[config.mk]
export PLATFORM = sky130hd
export DESIGN_NAME = sorted_integer_set
export DESIGN_NICKNAME = d
export VERILOG_FILES = /design/src/sis_pkg.sv /design/src/sis_ram.sv /design/src/sorted_integer_set.sv
export SDC_FILE = /design/constraint.sdc
export NUM_CORES = 2
export LEC_CHECK = 0
export ABC_AREA = 0
export BUFFER_PORTS_ARGS = -buffer_cell sky130_fd_sc_hd__buf_2
export CORE_UTILIZATION = 60
export CTS_CLUSTER_DIAMETER = 30
export CTS_CLUSTER_SIZE = 24
export DETAILED_ROUTE_END_ITERATION = 12
export GPL_ROUTABILITY_DRIVEN = 0
export PLACE_DENSITY = 0.81
export REMOVE_ABC_BUFFERS = 1
export SYNTH_ARGS = -nofsm -noshare
export SYNTH_HDL_FRONTEND = slang
export SYNTH_HIERARCHICAL = 1
export SYNTH_SLANG_ARGS = --single-unit
export TNS_END_PERCENT = 30
[constraint.sdc]
create_clock -name clock -period 6.75 [get_ports clock]
set_input_delay 1.35 -clock clock [delete_from_list [all_inputs] [get_ports clock]]
set_output_delay 1.35 -clock clock [all_outputs]
set_load 0.1 [all_outputs]
[src/sis_pkg.sv]
// ----------------------------------------------------------------------------
// Sorted integer set package
// Sizes, command and status codes shared by the set and its checker.
// ----------------------------------------------------------------------------
package sis_pkg;

   localparam int CAPACITY = 64;
   localparam int IDX_W    = $clog2(CAPACITY);
   localparam int CNT_W    = $clog2(CAPACITY + 1);

   localparam int KEY_W    = 32;
   localparam int CMD_W    = 2;
   localparam int STATUS_W = 2;
   localparam int POS_W    = 6;
   localparam int COUNT_W  = 7;

   localparam logic [CMD_W-1:0] CMD_ADD    = 2'd0;
   localparam logic [CMD_W-1:0] CMD_REMOVE = 2'd1;
   localparam logic [CMD_W-1:0] CMD_LOOKUP = 2'd2;

   localparam logic [STATUS_W-1:0] STATUS_OK   = 2'd0;
   localparam logic [STATUS_W-1:0] STATUS_MISS = 2'd1;
   localparam logic [STATUS_W-1:0] STATUS_FULL = 2'd2;

endpackage

[src/sis_ram.sv]
// ----------------------------------------------------------------------------
// Simple dual-port RAM
// One write port and one read port with registered read data.
// ----------------------------------------------------------------------------
module sis_ram #(
   parameter int WIDTH = 32,
   parameter int DEPTH = 64
) (
   input  logic                     clock,
   input  logic                     wr_en,
   input  logic [$clog2(DEPTH)-1:0] wr_addr,
   input  logic [WIDTH-1:0]         wr_data,
   input  logic [$clog2(DEPTH)-1:0] rd_addr,
   output logic [WIDTH-1:0]         rd_data
);

   logic [WIDTH-1:0] mem [DEPTH];
   logic [WIDTH-1:0] rd_data_ff;

   always_ff @(posedge clock) begin
      if (wr_en) begin
         mem[wr_addr] <= wr_data;
      end
      rd_data_ff <= mem[rd_addr];
   end

   assign rd_data = rd_data_ff;

endmodule

[src/sorted_integer_set.sv]
// Each item binary-searches (a RAM read in SRCH, a compare in CMP per probe), then DONE; a
// remove adds a read and a write per shifted entry and a closing step, an add the same plus
// the insert write. One item at a time: a request is taken the cycle after the previous
// result is loaded; a stalled result holds the item until it moves.
// Reset empties the set and drops any pending result; key RAM keeps contents.
// ----------------------------------------------------------------------------
// Sorted integer set
// Ascending key store in RAM with binary search and shift-by-one updates.
// ----------------------------------------------------------------------------
module sorted_integer_set
   import sis_pkg::*;
(
   input  logic                       clock,
   input  logic                       reset,
   input  logic                       req_valid,
   output logic                       req_stall,
   input  logic [CMD_W-1:0]           req_cmd,
   input  logic signed [KEY_W-1:0]    req_key,
   output logic                       rsp_valid,
   input  logic                       rsp_stall,
   output logic [STATUS_W-1:0]        rsp_status,
   output logic [POS_W-1:0]           rsp_position,
   output logic [COUNT_W-1:0]         rsp_count
);

   localparam logic [2:0] S_IDLE = 3'd0;
   localparam logic [2:0] S_SRCH = 3'd1;
   localparam logic [2:0] S_CMP  = 3'd2;
   localparam logic [2:0] S_SHRD = 3'd3;
   localparam logic [2:0] S_SHWR = 3'd4;
   localparam logic [2:0] S_INS  = 3'd5;
   localparam logic [2:0] S_DONE = 3'd6;

   logic [2:0]              state_ff, state_in;
   logic [CMD_W-1:0]        cmd_ff, cmd_in;
   logic signed [KEY_W-1:0] key_ff, key_in;
   logic [CNT_W-1:0]        lo_ff, lo_in;
   logic [CNT_W-1:0]        hi_ff, hi_in;
   logic [IDX_W-1:0]        mid_ff, mid_in;
   logic                    hit_ff, hit_in;
   logic [CNT_W-1:0]        ptr_ff, ptr_in;
   logic                    up_ff, up_in;
   logic [STATUS_W-1:0]     status_ff, status_in;
   logic [CNT_W-1:0]        held_ff, held_in;
   logic                    rsp_valid_ff, rsp_valid_in;
   logic [STATUS_W-1:0]     rsp_status_ff, rsp_status_in;
   logic [POS_W-1:0]        rsp_position_ff, rsp_position_in;
   logic [COUNT_W-1:0]      rsp_count_ff, rsp_count_in;

   logic [CNT_W:0]          mid_sum;
   logic [CNT_W-1:0]        mid_full;
   logic [CNT_W-1:0]        ptr_inc;
   logic [CNT_W-1:0]        ptr_dec;

   logic                    ram_we;
   logic [IDX_W-1:0]        ram_waddr;
   logic [KEY_W-1:0]        ram_wdata;
   logic [IDX_W-1:0]        ram_raddr;
   logic [KEY_W-1:0]        ram_rdata;

   sis_ram #(
      .WIDTH (KEY_W),
      .DEPTH (CAPACITY)
   ) u_key_ram (
      .clock   (clock),
      .wr_en   (ram_we),
      .wr_addr (ram_waddr),
      .wr_data (ram_wdata),
      .rd_addr (ram_raddr),
      .rd_data (ram_rdata)
   );

   assign mid_sum  = {1'b0, lo_ff} + {1'b0, hi_ff};
   assign mid_full = mid_sum[CNT_W:1];
   assign ptr_inc  = ptr_ff + CNT_W'(1);
   assign ptr_dec  = ptr_ff - CNT_W'(1);

   assign req_stall    = (state_ff != S_IDLE);
   assign rsp_valid    = rsp_valid_ff;
   assign rsp_status   = rsp_status_ff;
   assign rsp_position = rsp_position_ff;
   assign rsp_count    = rsp_count_ff;

   always_comb begin
      state_in        = state_ff;
      cmd_in          = cmd_ff;
      key_in          = key_ff;
      lo_in           = lo_ff;
      hi_in           = hi_ff;
      mid_in          = mid_ff;
      hit_in          = hit_ff;
      ptr_in          = ptr_ff;
      up_in           = up_ff;
      status_in       = status_ff;
      held_in         = held_ff;
      rsp_valid_in    = rsp_valid_ff && rsp_stall;
      rsp_status_in   = rsp_status_ff;
      rsp_position_in = rsp_position_ff;
      rsp_count_in    = rsp_count_ff;
      ram_we          = 1'b0;
      ram_waddr       = lo_ff[IDX_W-1:0];
      ram_wdata       = key_ff;
      ram_raddr       = mid_full[IDX_W-1:0];

      case (state_ff)
         S_IDLE: begin
            if (req_valid) begin
               cmd_in   = req_cmd;
               key_in   = req_key;
               lo_in    = '0;
               hi_in    = held_ff;
               hit_in   = 1'b0;
               state_in = S_SRCH;
            end
         end
         S_SRCH: begin
            if (lo_ff != hi_ff) begin
               mid_in   = mid_full[IDX_W-1:0];
               state_in = S_CMP;
            end else begin
               status_in = STATUS_MISS;
               state_in  = S_DONE;
               case (cmd_ff)
                  CMD_ADD: begin
                     if (hit_ff) begin
                        status_in = STATUS_MISS;
                     end else if (held_ff >= CNT_W'(CAPACITY)) begin
                        status_in = STATUS_FULL;
                     end else begin
                        status_in = STATUS_OK;
                        ptr_in    = held_ff;
                        up_in     = 1'b1;
                        state_in  = S_SHRD;
                     end
                  end
                  CMD_REMOVE: begin
                     if (hit_ff) begin
                        status_in = STATUS_OK;
                        ptr_in    = lo_ff;
                        up_in     = 1'b0;
                        state_in  = S_SHRD;
                     end
                  end
                  CMD_LOOKUP: begin
                     if (hit_ff) begin
                        status_in = STATUS_OK;
                     end
                  end
                  default: begin
                     status_in = STATUS_MISS;
                  end
               endcase
            end
         end
         S_CMP: begin
            if ($signed(ram_rdata) < key_ff) begin
               lo_in = CNT_W'(mid_ff) + CNT_W'(1);
            end else begin
               hi_in  = CNT_W'(mid_ff);
               hit_in = (ram_rdata == key_ff);
            end
            state_in = S_SRCH;
         end
         S_SHRD: begin
            if (up_ff) begin
               if (ptr_ff == lo_ff) begin
                  state_in = S_INS;
               end else begin
                  ram_raddr = ptr_dec[IDX_W-1:0];
                  state_in  = S_SHWR;
               end
            end else begin
               if (ptr_inc >= held_ff) begin
                  held_in  = held_ff - CNT_W'(1);
                  state_in = S_DONE;
               end else begin
                  ram_raddr = ptr_inc[IDX_W-1:0];
                  state_in  = S_SHWR;
               end
            end
         end
         S_SHWR: begin
            ram_we    = 1'b1;
            ram_waddr = ptr_ff[IDX_W-1:0];
            ram_wdata = ram_rdata;
            ptr_in    = up_ff ? ptr_dec : ptr_inc;
            state_in  = S_SHRD;
         end
         S_INS: begin
            ram_we    = 1'b1;
            ram_waddr = lo_ff[IDX_W-1:0];
            ram_wdata = key_ff;
            held_in   = held_ff + CNT_W'(1);
            state_in  = S_DONE;
         end
         S_DONE: begin
            if (!rsp_valid_ff || !rsp_stall) begin
               rsp_valid_in    = 1'b1;
               rsp_status_in   = status_ff;
               rsp_position_in = (status_ff == STATUS_OK) ? POS_W'(lo_ff) : '0;
               rsp_count_in    = COUNT_W'(held_ff);
               state_in        = S_IDLE;
            end
         end
         default: begin
            state_in = S_IDLE;
         end
      endcase
   end

   always_ff @(posedge clock) begin
      if (reset) begin
         state_ff     <= S_IDLE;
         held_ff      <= '0;
         rsp_valid_ff <= 1'b0;
      end else begin
         state_ff     <= state_in;
         held_ff      <= held_in;
         rsp_valid_ff <= rsp_valid_in;
      end
   end

   always_ff @(posedge clock) begin
      cmd_ff          <= cmd_in;
      key_ff          <= key_in;
      lo_ff           <= lo_in;
      hi_ff           <= hi_in;
      mid_ff          <= mid_in;
      hit_ff          <= hit_in;
      ptr_ff          <= ptr_in;
      up_ff           <= up_in;
      status_ff       <= status_in;
      rsp_status_ff   <= rsp_status_in;
      rsp_position_ff <= rsp_position_in;
      rsp_count_ff    <= rsp_count_in;
   end

endmodule

==> flow_summary.yaml <==
floorplanning:
  die_w_um: 377
  design.portCount: 55
  dieArea_um2: 142000
  rows: 137
  die_height_um: 377
  start_util: 0.605
  design.core.area_um2: 140000
synthesis:
  ys.warnings.count: 6
  async_flop_share: 0
  ys_ff_latch: 2171
  synth.distinct_cells: 77
  syn_area_um2: 84400
  syn_area_per_cell_um2: 21.5
  synth-edff-count: 2128
  yosysSeqAreaShare: 0.767
  synthFlopType: "edfxtp_1"
  synthCells: 3918
power_and_ir_drop:
  vdd_drop_max_v: 0.000321
  power_mw: 45.4
  power_density_nw_per_um2: 447
  p_leak_nw: 33.2
job:
  drv_cap: 0
routing:
  drc_errors: 0
  viasPerCell: 7.50
  ant_nets: 0
  drt-initial-drc-count: 9733
  routed_wl_mm: 272
  drt_pass1_iterations: 10
  wire_per_inst_um: 41.7
  num_vias: 48900
setup_path:
  r2r_start: "ptr_ff[0]"
  r2r-end: "u_key_ram/rd_data[29]"
  crit_chain: "ha_1 > nand3_1 > or2_2 > xnor2_1 > ha_1 > a41o_1 > a21oi_1 > o21ai_1 > o211ai_1 > buf_12 > buf_4 > buf_4 > mux4_2 > mux4_2 > o22ai_1 > nor2_1"
  required_ns: 7.52
  r2r_setup_slack_ns: 0.14
  worstPathArrival_ns: 7.38
  ff2ff_path_depth: 16
  cpMaxStageDelayCell: "o22ai_1"
  crit_start: "ptr_ff[0]"
  crit_type: "reg -> reg"
  setup.worst_path.end: "u_key_ram/rd_data[29]"
  critPathLaunchType: "register"
  end_kind: "register"
  max_stage_delay_ns: 1.15
  worstSetupPathDepth: 16
  cp_top_family: "compound AO/OA/AOI/OAI gates"
  crit_buf_inv: 3
  worstPathMaxFanout: 52
cts:
  postCtsSetupRepairBufs: 0
  cts_tree: "done"
  clock_latency_ns: 0.96
  clock_sinks: 2171
  clkTransAtPathRegs_ns: 0.05
  cts_hold_buf: 0
  numCtsBuffers: 383
  clk_path_buf_depth: 4
  cts.repair.resized: 0
  htreeDepth: 5
  clockRootBuffer: "clkbuf_16"
timing:
  slew_violations: 0
  maxSlewHeadroom: 0.00805
  worst_pin_slew_ns: 1.49
  setup_slack_ns: 0.138
  hold_viol_final: 0
  layout_min_cycle_time_ns: 6.61
  max_freq_ghz: 0.151
  setup_viol: 0
  period_share: 0.980
  rsz0062_at_grt: "no"
  skew_ns: 0.0658
grt:
  grt_max_degree: 86
  grt_pass1_vias: 50400
  grt_remaining_overflow: 0
  grt_usage: 0.389
  grt_pass1_wl_mm: 381
  antenna_found_initial: 19
layout:
  final_nets: 4426
  drive_above_1_share: 0.330
  regArea_um2: 64800
  multi_input_area_um2: 19300
  areaGrowthSynthToFinish_pct: 20.2
  nFillCells: 6764
  finalCoreUtilization: 0.727
placement:
  io_buffers: 54
  dp_hpwl_mm: 128
  place_ws_ns: 0.811
outcome:
  status: "finished clean"
hold_path:
  hp-class: "reg -> reg"
[per-layer routing]
metal / vias to the layer above / wire length, µm / track usage
met5: - / 103 / 0
met4: 16 / 23200 / 0.268
met3: 1522 / 45700 / 0.151
met2: 5829 / 121000 / 0.571
met1: 24200 / 82100 / 0.481
li1: 17400 / - / -
[synthesized netlist by cell type, types with 3 or more instances]
| library cell | n | area share |
|---|---|---|
| a211oi_1 | 6 | 0.00053 |
| a21o_1 | 7 | 0.00062 |
| a21oi_1 | 92 | 0.0055 |
| a221o_1 | 3 | 0.00036 |
| a22oi_1 | 12 | 0.0011 |
| a311oi_1 | 8 | 0.00083 |
| a31oi_1 | 3 | 0.00022 |
| a41o_1 | 7 | 0.00083 |
| and2_1 | 10 | 0.00074 |
| and3_1 | 9 | 0.00067 |
| buf_1 | 17 | 0.00076 |
| buf_2 | 68 | 0.0040 |
| buf_4 | 24 | 0.0021 |
| buf_6 | 6 | 0.00080 |
| clkbuf_1 | 91 | 0.0040 |
| dfxtp_1 | 43 | 0.010 |
| edfxtp_1 | 2128 | 0.76 |
| ha_1 | 56 | 0.0083 |
| inv_1 | 55 | 0.0024 |
| mux2_2 | 7 | 0.00093 |
| mux2i_1 | 102 | 0.012 |
| mux4_2 | 544 | 0.15 |
| nand2_1 | 98 | 0.0044 |
| nand2b_1 | 13 | 0.00096 |
| nand3_1 | 17 | 0.0010 |
| nand3b_1 | 7 | 0.00062 |
| nand4_1 | 10 | 0.00074 |
| nor2_1 | 177 | 0.0079 |
| nor2b_1 | 26 | 0.0019 |
| nor3_1 | 14 | 0.00083 |
| o211ai_1 | 6 | 0.00053 |
| o21ai_0 | 51 | 0.0030 |
| o221ai_1 | 28 | 0.0029 |
| o22ai_1 | 85 | 0.0063 |
| o32ai_1 | 5 | 0.00052 |
| or3_1 | 7 | 0.00052 |
| or3b_2 | 3 | 0.00031 |
| xnor2_1 | 12 | 0.0012 |
| xor2_1 | 17 | 0.0018 |
[worst min-delay path by stage]
stage	startpoint	to	slack, ns	depth (start not counted)
final	status_ff[1]	rsp_status[1]	0.50	0
after global placement	status_ff[0]	rsp_status[0]	0.47	0
after detailed placement	status_ff[0]	rsp_status[0]	0.48	0
after global routing	status_ff[0]	rsp_status[0]	0.51	0
after CTS	status_ff[0]	rsp_status[0]	0.49	0
after floorplan	status_ff[0]	rsp_status[0]	0.45	0
[flip-flops by register name (all words and copies together) (netlist names), 3 cells and up]
| signal | cells |
|---|---|
| u_key_ram/mem | 2048 |
| u_key_ram/rd_data | 32 |
| ptr_ff | 7 |
| key_ff | 32 |
| mid_ff | 6 |
| rsp_position | 6 |
| hi_ff | 7 |
| state_ff | 3 |
| lo_ff | 7 |
| rsp_count | 7 |
| held_ff | 7 |
[report_power, final]
part / switching (mW) / internal [mW] / leakage [nW] / total, mW
clock network: 7.21 / 12.5 / 6.22 / 19.7
registers: 0.296 / 15.1 / 19.5 / 15.4
logic: 6.28 / 3.94 / 7.45 / 10.2
[cell usage in the layout, fill, tap and decap left out, types with 17 or more instances in the layout]
| cell | synthesis | final |
|---|---|---|
| a21oi_1 | 92 | 90 |
| buf_2 | 68 | 54 |
| buf_4 | 24 | 163 |
| bufinv_16 | 0 | 47 |
| clkbuf_1 | 91 | 40 |
| clkbuf_16 | 0 | 387 |
| clkinv_1 | 0 | 28 |
| clkinv_2 | 0 | 42 |
| clkinv_4 | 0 | 39 |
| clkinvlp_4 | 0 | 44 |
| dfxtp_1 | 43 | 43 |
| edfxtp_1 | 2128 | 2128 |
| ha_1 | 56 | 56 |
| inv_1 | 55 | 55 |
| inv_6 | 0 | 37 |
| mux2i_1 | 102 | 102 |
| mux4_2 | 544 | 544 |
| nand2_1 | 98 | 98 |
| nand3_1 | 17 | 17 |
| nor2_1 | 177 | 114 |
| nor2_4 | 0 | 63 |
| nor2b_1 | 26 | 25 |
| o21ai_0 | 51 | 20 |
| o21ai_4 | 0 | 31 |
| o221ai_1 | 28 | 28 |
| o22ai_1 | 85 | 84 |
| xor2_1 | 17 | 17 |
[final cells by class]
type	count	share of cell area
Inverter	55	0.00204
Tap cell	1876	0.0231
Timing Repair Buffer	233	0.0179
Antenna cell	7	0.000173
Sequential cell	2171	0.639
Clock buffer	439	0.0986
Multi-Input combinational cell	1486	0.191
Clock inverter	255	0.0290
[logic make-up after synthesis]
group / count (synthesis) / share of synthesized area
AO/OA/AOI/OAI: 335 / 0.0256
XOR/XNOR: 30 / 0.00320
adder cells (fa/ha/maj): 58 / 0.00878
buffers and inverters: 261 / 0.0142
flip-flops: 2171 / 0.767
multiplexers: 653 / 0.158
AND/OR/NAND/NOR: 410 / 0.0228
[per-stage QoR]
step                hold slack [ns]  setup TNS (ns)  std cells  instance area (µm²)
global route                  0.507               0       6516               101000
detailed placement            0.477               0       5821                88500
floorplan                     0.452        -1408.54       3712                83400
finish                        0.500               0       6522               101000
global placement              0.466               0       5821                88500
CTS                           0.490               0       6515               101000
Note: power is estimated with default switching activity, not from simulation.
